--- config.mk ---
export PLATFORM = sky130hd
export DESIGN_NAME = top_n_insertion_selector
export DESIGN_NICKNAME = d
export VERILOG_FILES = /design/src/hw/rtl/tns_pkg.sv /design/src/hw/rtl/top_n_insertion_selector.sv /design/src/hw/rtl/tns_ctrl.sv /design/src/hw/rtl/tns_dpath.sv
export SDC_FILE = /design/constraint.sdc
export NUM_CORES = 2
export LEC_CHECK = 0
export ABC_AREA = 1
export BUFFER_PORTS_ARGS = -buffer_cell sky130_fd_sc_hd__buf_2
export CORE_MARGIN = 4
export CORE_UTILIZATION = 30
export CTS_CLUSTER_DIAMETER = 150
export DETAILED_ROUTE_END_ITERATION = 10
export GPL_ROUTABILITY_DRIVEN = 0
export HOLD_SLACK_MARGIN = 0.08
export SLEW_MARGIN = 20
export SYNTH_ARGS = -nofsm -noshare
export SYNTH_HDL_FRONTEND = slang
export SYNTH_SLANG_ARGS = --single-unit
--- constraint.sdc ---
create_clock -name i_clk -period 19.4 [get_ports i_clk]
set_clock_uncertainty 0.15 [all_clocks]
set_input_delay 1.94 -clock i_clk [delete_from_list [all_inputs] [get_ports i_clk]]
set_output_delay 1.94 -clock i_clk [all_outputs]
set_load 0.03 [all_outputs]
--- src/hw/rtl/tns_pkg.sv ---
`default_nettype none

package tns_pkg;

    typedef logic [31:0] t_word;

    // input modes
    localparam logic MODE_INSERT  = 1'b0;
    localparam logic MODE_READOUT = 1'b1;

    localparam int CFG_W     = 5;
    localparam int RESET_LEN = 16;

    typedef struct packed {
        logic  mode;
        t_word key_tag;
        t_word score;
    } t_tns_in;

    typedef struct packed {
        t_word rank_key;
        t_word rank_score;
        logic  occupied;
        logic  final_rank;
    } t_tns_out;

    // controller to datapath
    typedef struct packed {
        logic insert;
        logic start;
        logic emit;
    } t_tns_cmd;

    // datapath to controller
    typedef struct packed {
        logic last;
    } t_tns_status;

    typedef enum logic {
        S_IDLE,
        S_READ
    } t_tns_state;

endpackage

`default_nettype wire

--- src/hw/rtl/top_n_insertion_selector.sv ---
`default_nettype none

// channel   direction  handshake                  payload
// in        request    i_in_valid / o_in_ready    i_in  (mode, key_tag, score)
// out       result     o_out_valid / i_out_ready  o_out (rank_key, rank_score,
//                                                        occupied, final_rank)
// cfg       write      i_cfg_we                   i_cfg_wdata (list_length)
//
// an insert is applied at the edge that accepts it: every slot compares against the new score
// in parallel and the chain shifts below the insertion point in the same edge
// a readout takes the request, then emits the ranks in order, stalling while the
// output register is full; slot 0 feeds the output register and the first N slots
// rotate, so the list is back in place after the final rank
// synchronous active-low reset empties the list and sets N to 16 (or MAX_LIST)
// the last result may wait in the output register while the next request is taken

module top_n_insertion_selector #(
    parameter int MAX_LIST = 16
) (
    input  wire                        i_clk,
    input  wire                        i_rst_n,
    input  wire                        i_cfg_we,
    input  wire  [tns_pkg::CFG_W-1:0]  i_cfg_wdata,
    input  wire                        i_in_valid,
    output logic                       o_in_ready,
    input  tns_pkg::t_tns_in           i_in,
    output logic                       o_out_valid,
    input  wire                        i_out_ready,
    output tns_pkg::t_tns_out          o_out
);

    tns_pkg::t_tns_cmd    cmd;
    tns_pkg::t_tns_status status;

    // sequencing of requests and the output valid flag
    tns_ctrl u_ctrl (
        .i_clk       (i_clk),
        .i_rst_n     (i_rst_n),
        .i_in_valid  (i_in_valid),
        .i_mode      (i_in.mode),
        .o_in_ready  (o_in_ready),
        .o_out_valid (o_out_valid),
        .i_out_ready (i_out_ready),
        .o_cmd       (cmd),
        .i_status    (status)
    );

    // ranked slots, fill count, list length and output register
    tns_dpath #(
        .MAX_LIST (MAX_LIST)
    ) u_dpath (
        .i_clk       (i_clk),
        .i_rst_n     (i_rst_n),
        .i_cfg_we    (i_cfg_we),
        .i_cfg_wdata (i_cfg_wdata),
        .i_in        (i_in),
        .i_cmd       (cmd),
        .o_status    (status),
        .o_out       (o_out)
    );

    // no new request is taken while a readout is still emitting
    a_no_accept_in_readout: assert property (@(posedge i_clk) disable iff (!i_rst_n)
        cmd.emit |-> !o_in_ready)
        else $error("request accepted during readout");

    // a readout start leaves idle, so the request port goes busy
    a_start_busy: assert property (@(posedge i_clk) disable iff (!i_rst_n)
        cmd.start |=> !o_in_ready)
        else $error("readout start did not leave idle");

    // emitting the final rank returns to idle and marks the result
    a_final_rank: assert property (@(posedge i_clk) disable iff (!i_rst_n)
        (cmd.emit && status.last) |=> (o_in_ready && o_out_valid && o_out.final_rank))
        else $error("final rank not flagged or controller stuck");

    // an empty rank reports zero key and score
    a_empty_zero: assert property (@(posedge i_clk) disable iff (!i_rst_n)
        (o_out_valid && !o_out.occupied) |-> (o_out.rank_key == '0 && o_out.rank_score == '0))
        else $error("empty rank carries data");

endmodule

`default_nettype wire

--- src/hw/rtl/tns_ctrl.sv ---
`default_nettype none

module tns_ctrl (
    input  wire                  i_clk,
    input  wire                  i_rst_n,
    input  wire                  i_in_valid,
    input  wire                  i_mode,
    output logic                 o_in_ready,
    output logic                 o_out_valid,
    input  wire                  i_out_ready,
    output tns_pkg::t_tns_cmd    o_cmd,
    input  tns_pkg::t_tns_status i_status
);

    tns_pkg::t_tns_state r_state;
    tns_pkg::t_tns_state n_state;
    logic                r_out_valid;
    logic                n_out_valid;
    logic                out_free;

    assign out_free = !r_out_valid || i_out_ready;

    always_ff @(posedge i_clk) begin
        if (!i_rst_n) begin
            r_state     <= tns_pkg::S_IDLE;
            r_out_valid <= 1'b0;
        end else begin
            r_state     <= n_state;
            r_out_valid <= n_out_valid;
        end
    end

    always_comb begin
        n_state    = r_state;
        o_in_ready = 1'b0;
        o_cmd      = '0;
        unique case (r_state)
            tns_pkg::S_IDLE: begin
                o_in_ready = 1'b1;
                if (i_in_valid) begin
                    if (i_mode == tns_pkg::MODE_INSERT) begin
                        o_cmd.insert = 1'b1;
                    end else begin
                        o_cmd.start = 1'b1;
                        n_state     = tns_pkg::S_READ;
                    end
                end
            end
            tns_pkg::S_READ: begin
                if (out_free) begin
                    o_cmd.emit = 1'b1;
                    if (i_status.last) begin
                        n_state = tns_pkg::S_IDLE;
                    end
                end
            end
            default: n_state = tns_pkg::S_IDLE;
        endcase
    end

    always_comb begin
        if (o_cmd.emit) begin
            n_out_valid = 1'b1;
        end else if (i_out_ready) begin
            n_out_valid = 1'b0;
        end else begin
            n_out_valid = r_out_valid;
        end
    end

    assign o_out_valid = r_out_valid;

endmodule

`default_nettype wire

--- src/hw/rtl/tns_dpath.sv ---
`default_nettype none

module tns_dpath #(
    parameter int MAX_LIST = 16
) (
    input  wire                            i_clk,
    input  wire                            i_rst_n,
    input  wire                            i_cfg_we,
    input  wire  [tns_pkg::CFG_W-1:0]      i_cfg_wdata,
    input  tns_pkg::t_tns_in               i_in,
    input  tns_pkg::t_tns_cmd              i_cmd,
    output tns_pkg::t_tns_status           o_status,
    output tns_pkg::t_tns_out              o_out
);

    localparam int LW      = $clog2(MAX_LIST + 1);
    localparam int IW      = (MAX_LIST > 1) ? $clog2(MAX_LIST) : 1;
    localparam int RST_LEN = (MAX_LIST < tns_pkg::RESET_LEN) ? MAX_LIST : tns_pkg::RESET_LEN;

    tns_pkg::t_word    r_key   [MAX_LIST];
    tns_pkg::t_word    r_score [MAX_LIST];
    logic [LW-1:0]     r_len;
    logic [LW-1:0]     n_len;
    logic [LW-1:0]     r_fill;
    logic [IW-1:0]     r_rank;
    logic [MAX_LIST-1:0] ge;
    logic [MAX_LIST-1:0] in_win;
    logic              occ;
    tns_pkg::t_tns_out r_out;

    // clamp the written length into 1..MAX_LIST
    always_comb begin
        if (i_cfg_wdata == '0) begin
            n_len = LW'(1);
        end else if (32'(i_cfg_wdata) > 32'(MAX_LIST)) begin
            n_len = LW'(MAX_LIST);
        end else begin
            n_len = LW'(i_cfg_wdata);
        end
    end

    // per slot: held and ranked at or above the newcomer
    always_comb begin
        for (int i = 0; i < MAX_LIST; i++) begin
            ge[i]     = (LW'(i) < r_fill) && (r_score[i] >= i_in.score);
            in_win[i] = LW'(i) < r_len;
        end
    end

    // compare-and-shift chain; readout rotates the window of N slots
    for (genvar g = 0; g < MAX_LIST; g++) begin : g_slot
        logic           ins_here;
        logic           shift_in;
        tns_pkg::t_word rot_key;
        tns_pkg::t_word rot_score;

        if (g == 0) begin : g_head
            assign ins_here = !ge[0];
            assign shift_in = 1'b0;
        end else begin : g_body
            assign ins_here = !ge[g] && ge[g-1];
            assign shift_in = !ge[g] && !ge[g-1];
        end

        if (g == MAX_LIST - 1) begin : g_tail
            assign rot_key   = r_key[0];
            assign rot_score = r_score[0];
        end else begin : g_mid
            assign rot_key   = (LW'(g + 1) == r_len) ? r_key[0]   : r_key[g+1];
            assign rot_score = (LW'(g + 1) == r_len) ? r_score[0] : r_score[g+1];
        end

        always_ff @(posedge i_clk) begin
            if (in_win[g]) begin
                if (i_cmd.insert && ins_here) begin
                    r_key[g]   <= i_in.key_tag;
                    r_score[g] <= i_in.score;
                end else if (i_cmd.insert && shift_in) begin
                    r_key[g]   <= r_key[(g > 0) ? g - 1 : 0];
                    r_score[g] <= r_score[(g > 0) ? g - 1 : 0];
                end else if (i_cmd.emit) begin
                    r_key[g]   <= rot_key;
                    r_score[g] <= rot_score;
                end
            end
        end
    end

    always_ff @(posedge i_clk) begin
        if (!i_rst_n) begin
            r_len  <= LW'(RST_LEN);
            r_fill <= '0;
            r_rank <= '0;
        end else begin
            if (i_cfg_we) begin
                r_len <= n_len;
                if (r_fill > n_len) begin
                    r_fill <= n_len;
                end
            end else if (i_cmd.insert && (r_fill < r_len)) begin
                r_fill <= r_fill + LW'(1);
            end
            if (i_cmd.start) begin
                r_rank <= '0;
            end else if (i_cmd.emit) begin
                r_rank <= r_rank + IW'(1);
            end
        end
    end

    assign occ           = LW'(r_rank) < r_fill;
    assign o_status.last = LW'(r_rank) == (r_len - LW'(1));

    always_ff @(posedge i_clk) begin
        if (i_cmd.emit) begin
            r_out.rank_key   <= occ ? r_key[0]   : '0;
            r_out.rank_score <= occ ? r_score[0] : '0;
            r_out.occupied   <= occ;
            r_out.final_rank <= o_status.last;
        end
    end

    assign o_out = r_out;

endmodule

`default_nettype wire

==> results_dict.tcl <==
set metrics [dict create \
    die_w_um 528 \
    syn-cell-area_um2 81200 \
    p_clk_frac 0.295 \
    post-place-ws_ps 12290 \
    synth.avg_cell_area_um2 7.37 \
    io_buffers 142 \
    worst_pin_slew_ps 1350 \
    netSwitchingPower_mw 3.69 \
    grt_pass1_wl_um 534000 \
    finish.instance_area_um2 89400 \
    multiInputGateArea_um2 41100 \
    grt_setup_unrepaired "false" \
    power_frac_seq 0.375 \
    num_io_pins 143 \
    cp_cell_sequence "buf_2, inv_1, buf_4, ha_1, nand2_1, nand2_1, a21oi_1, nand2_1, nand2_1, nand2_1, nand2_1, nand2_1, nand2_1, nand2_1, nand2_4, buf_4, nand3_1, nand2_4, buf_4" \
    finalNetCount 11200 \
    setup_viol 0 \
    crit_fanout 37 \
    grt.total_usage 0.256 \
    cts_htree_levels 4 \
    start_util 0.302 \
    synth_cells 11000 \
    cts-resized-gates 0 \
    relSlewSlack 0.0968 \
    power_leakage_nw 40.8 \
    row_count 190 \
    vias 82900 \
    cts_tree "built" \
    regArea_um2 33100 \
    drive_gt1_frac 0.0587 \
    clk_latency_ps 820 \
    ys_warn_count 0 \
    die_area_um2 279000 \
    grt_util_met2 0.373 \
    max_stage_delay_ps 730 \
    setup_tns_ps 0 \
    max_cap_viol_count 0 \
    final_antenna_net_count 0 \
    core_area_um2 269000 \
    post-cts-setup-buffers 0 \
    cts_sinks 1106 \
    worst_slack_ps 12810 \
    grt.busiest_layer "met2" \
    route.detailed.drc 0 \
    dpl_cell_area_um2 84900 \
    cp_common_cell "nand2_1" \
    post-route-min-period_ps 6590 \
    ys_types 40 \
    drtIter0Drc 13200 \
    clock_path_buffers 3 \
    power_frac_comb 0.330 \
    syn_nets 11600 \
    seq_area_frac_synth 0.407 \
    critical_path_class "in -> reg" \
    cts_made_buffers 136 \
    syn2layout_area_growth_pct 10.1 \
    clk_pin_slew_worst_paths_ps 60 \
    finalCritPeriodShare 0.340 \
    grt_pass1_vias 76100 \
    final-hold-violation-count 0 \
    hold_class "reg -> reg" \
    root_buffer "clkbuf_16" \
    die_y_um 528 \
    max_freq_ghz 0.152 \
    cts_hold_buf 0 \
    grt_max_degree 129 \
    switching_share 0.412 \
    wirelength_um 372000 \
    nFillCells 28600 \
    outcome "completed" \
    endpoint_kind "register" \
    synth_seq_cells 1106 \
    internal-power_mw 5.27 \
    irDropWorstVdd_uv 151 \
    power_density_nw_per_um2 100 \
    start_kind "primary input" \
    arrival_ps 6860 \
    place_hpwl_um 227000 \
    grtUsageMet3 0.0844 \
    antenna_found_initial 23 \
    async_flop_share 0 \
    first_pass_iters 6 \
    wl_per_cell_um 26.0 \
    grt.overflow.total 0 \
    synth_edf_count 1090 \
    layout_common_cells "2,959 x nand2_1, 1,140 x nand3_1, 1,090 x edfxtp_1, 1,021 x inv_1, 929 x o21ai_0" \
    cp_data_required_time_ps 19680 \
    layout_commonest_cell "nand2_1" \
    ys.flop_type "edfxtp_1" \
    hold_depth 2 \
    maxSlewViolCount 0 \
    viasPerCell 5.80 \
    r2r_cells 11 \
    cp_slowest_cell "buf_4" \
    use_met1 0.340 \
]
-- Yosys cell counts, types with 4 or more instances --
cell | n | share of area
edfxtp_1 | 1090 | 0.40
nor2_1 | 406 | 0.019
dfxtp_1 | 16 | 0.0039
o21bai_1 | 11 | 0.0010
nand2_1 | 2993 | 0.14
clkbuf_1 | 431 | 0.020
nand4_1 | 551 | 0.042
inv_1 | 1032 | 0.048
o21ai_0 | 930 | 0.057
or2_2 | 4 | 0.00031
nand3_2 | 4 | 0.00049
nor3_1 | 14 | 0.00086
a21o_1 | 16 | 0.0015
inv_2 | 17 | 0.00079
nor4_1 | 5 | 0.00039
ha_1 | 531 | 0.082
nor2_2 | 4 | 0.00031
buf_2 | 265 | 0.016
o21a_1 | 22 | 0.0020
o211ai_1 | 11 | 0.0010
clkinv_1 | 64 | 0.0030
nand3_1 | 1149 | 0.071
buf_1 | 150 | 0.0069
o21ai_1 | 344 | 0.021
a21oi_1 | 928 | 0.057
-- cells by family after synthesis --
family / Yosys count / share of synthesized area
and+or+nand+nor: 5139 / 0.274
DFF: 1106 / 0.407
xor gates and xnor gates: 4 / 0.000431
buffers and inverters: 1960 / 0.0947
adders and majority gates: 531 / 0.0818
AOI/OAI and AO/OA: 2273 / 0.142
-- routing by layer --
layer	share of wire	wire, µm	vias to the layer above
met2	0.41	154000	6185
li1	-	-	36900
met3	0.15	54100	1102
met5	0.00038	141	-
met1	0.39	144000	38700
met4	0.054	20200	12
-- state kept, by name, indices dropped and copies added (netlist names) --
signal              flops
u_dpath.r_key         512
u_dpath.r_score       512
u_dpath.r_len           5
u_dpath.r_fill          5
u_dpath.o_out          66
u_ctrl.o_out_valid      1
u_dpath.r_rank          4
u_ctrl.r_state          1
-- final cells by class --
cell class / instances / area share
diodes: 8 / 0.000224
clock buffers: 170 / 0.0406
clock inverters: 75 / 0.00799
inverters: 1113 / 0.0473
multi-input cells: 7947 / 0.460
flip-flops and latches: 1106 / 0.370
well taps: 3552 / 0.0497
repair buffers: 325 / 0.0242
-- critical path: cells and delay by family --
kind                       cells  cell delay [ps]
adders and majority gates      1              330
buffers and inverters          5             1930
and+or+nand+nor               12             2220
AOI/OAI and AO/OA              1              130
-- power groups by stage --
stage | Clock (mW) | Sequential, mW | Combinational [mW]
finish | 2.64 | 3.36 | 2.96
global route | 2.75 | 3.37 | 3.15
CTS | 2.65 | 3.34 | 2.83
detailed placement | 0 | 3.39 | 2.82
global placement | 0 | 3.39 | 2.78
floorplan | 0 | 3.35 | 1.62
-- stage by stage --
stage	cells	hold slack [ps]	util	total power, mW
2_1_floorplan	11000	330	-	4.97
3_3_place_gp	14000	359	0.316	6.17
3_5_place_dp	14000	366	0.316	6.21
4_1_cts	14300	370	0.332	8.82
5_1_grt	14300	383	0.333	9.28
6_report	14300	370	0.333	8.95
-- path summary, 6_finish.rpt --
check                                           start                 endpoint  slack [ps]
worst max-delay path                          i_in[2]     u_dpath.r_key[1][31]       12810
worst min-delay path            u_dpath.r_key[1][238]    u_dpath.r_key[1][206]         370
worst max register to register       u_dpath.r_len[4]  u_dpath.r_score[0][146]       13060
worst min register to register  u_dpath.r_key[1][238]    u_dpath.r_key[1][206]         370
No activity file was read; power rests on OpenSTA's default activity.
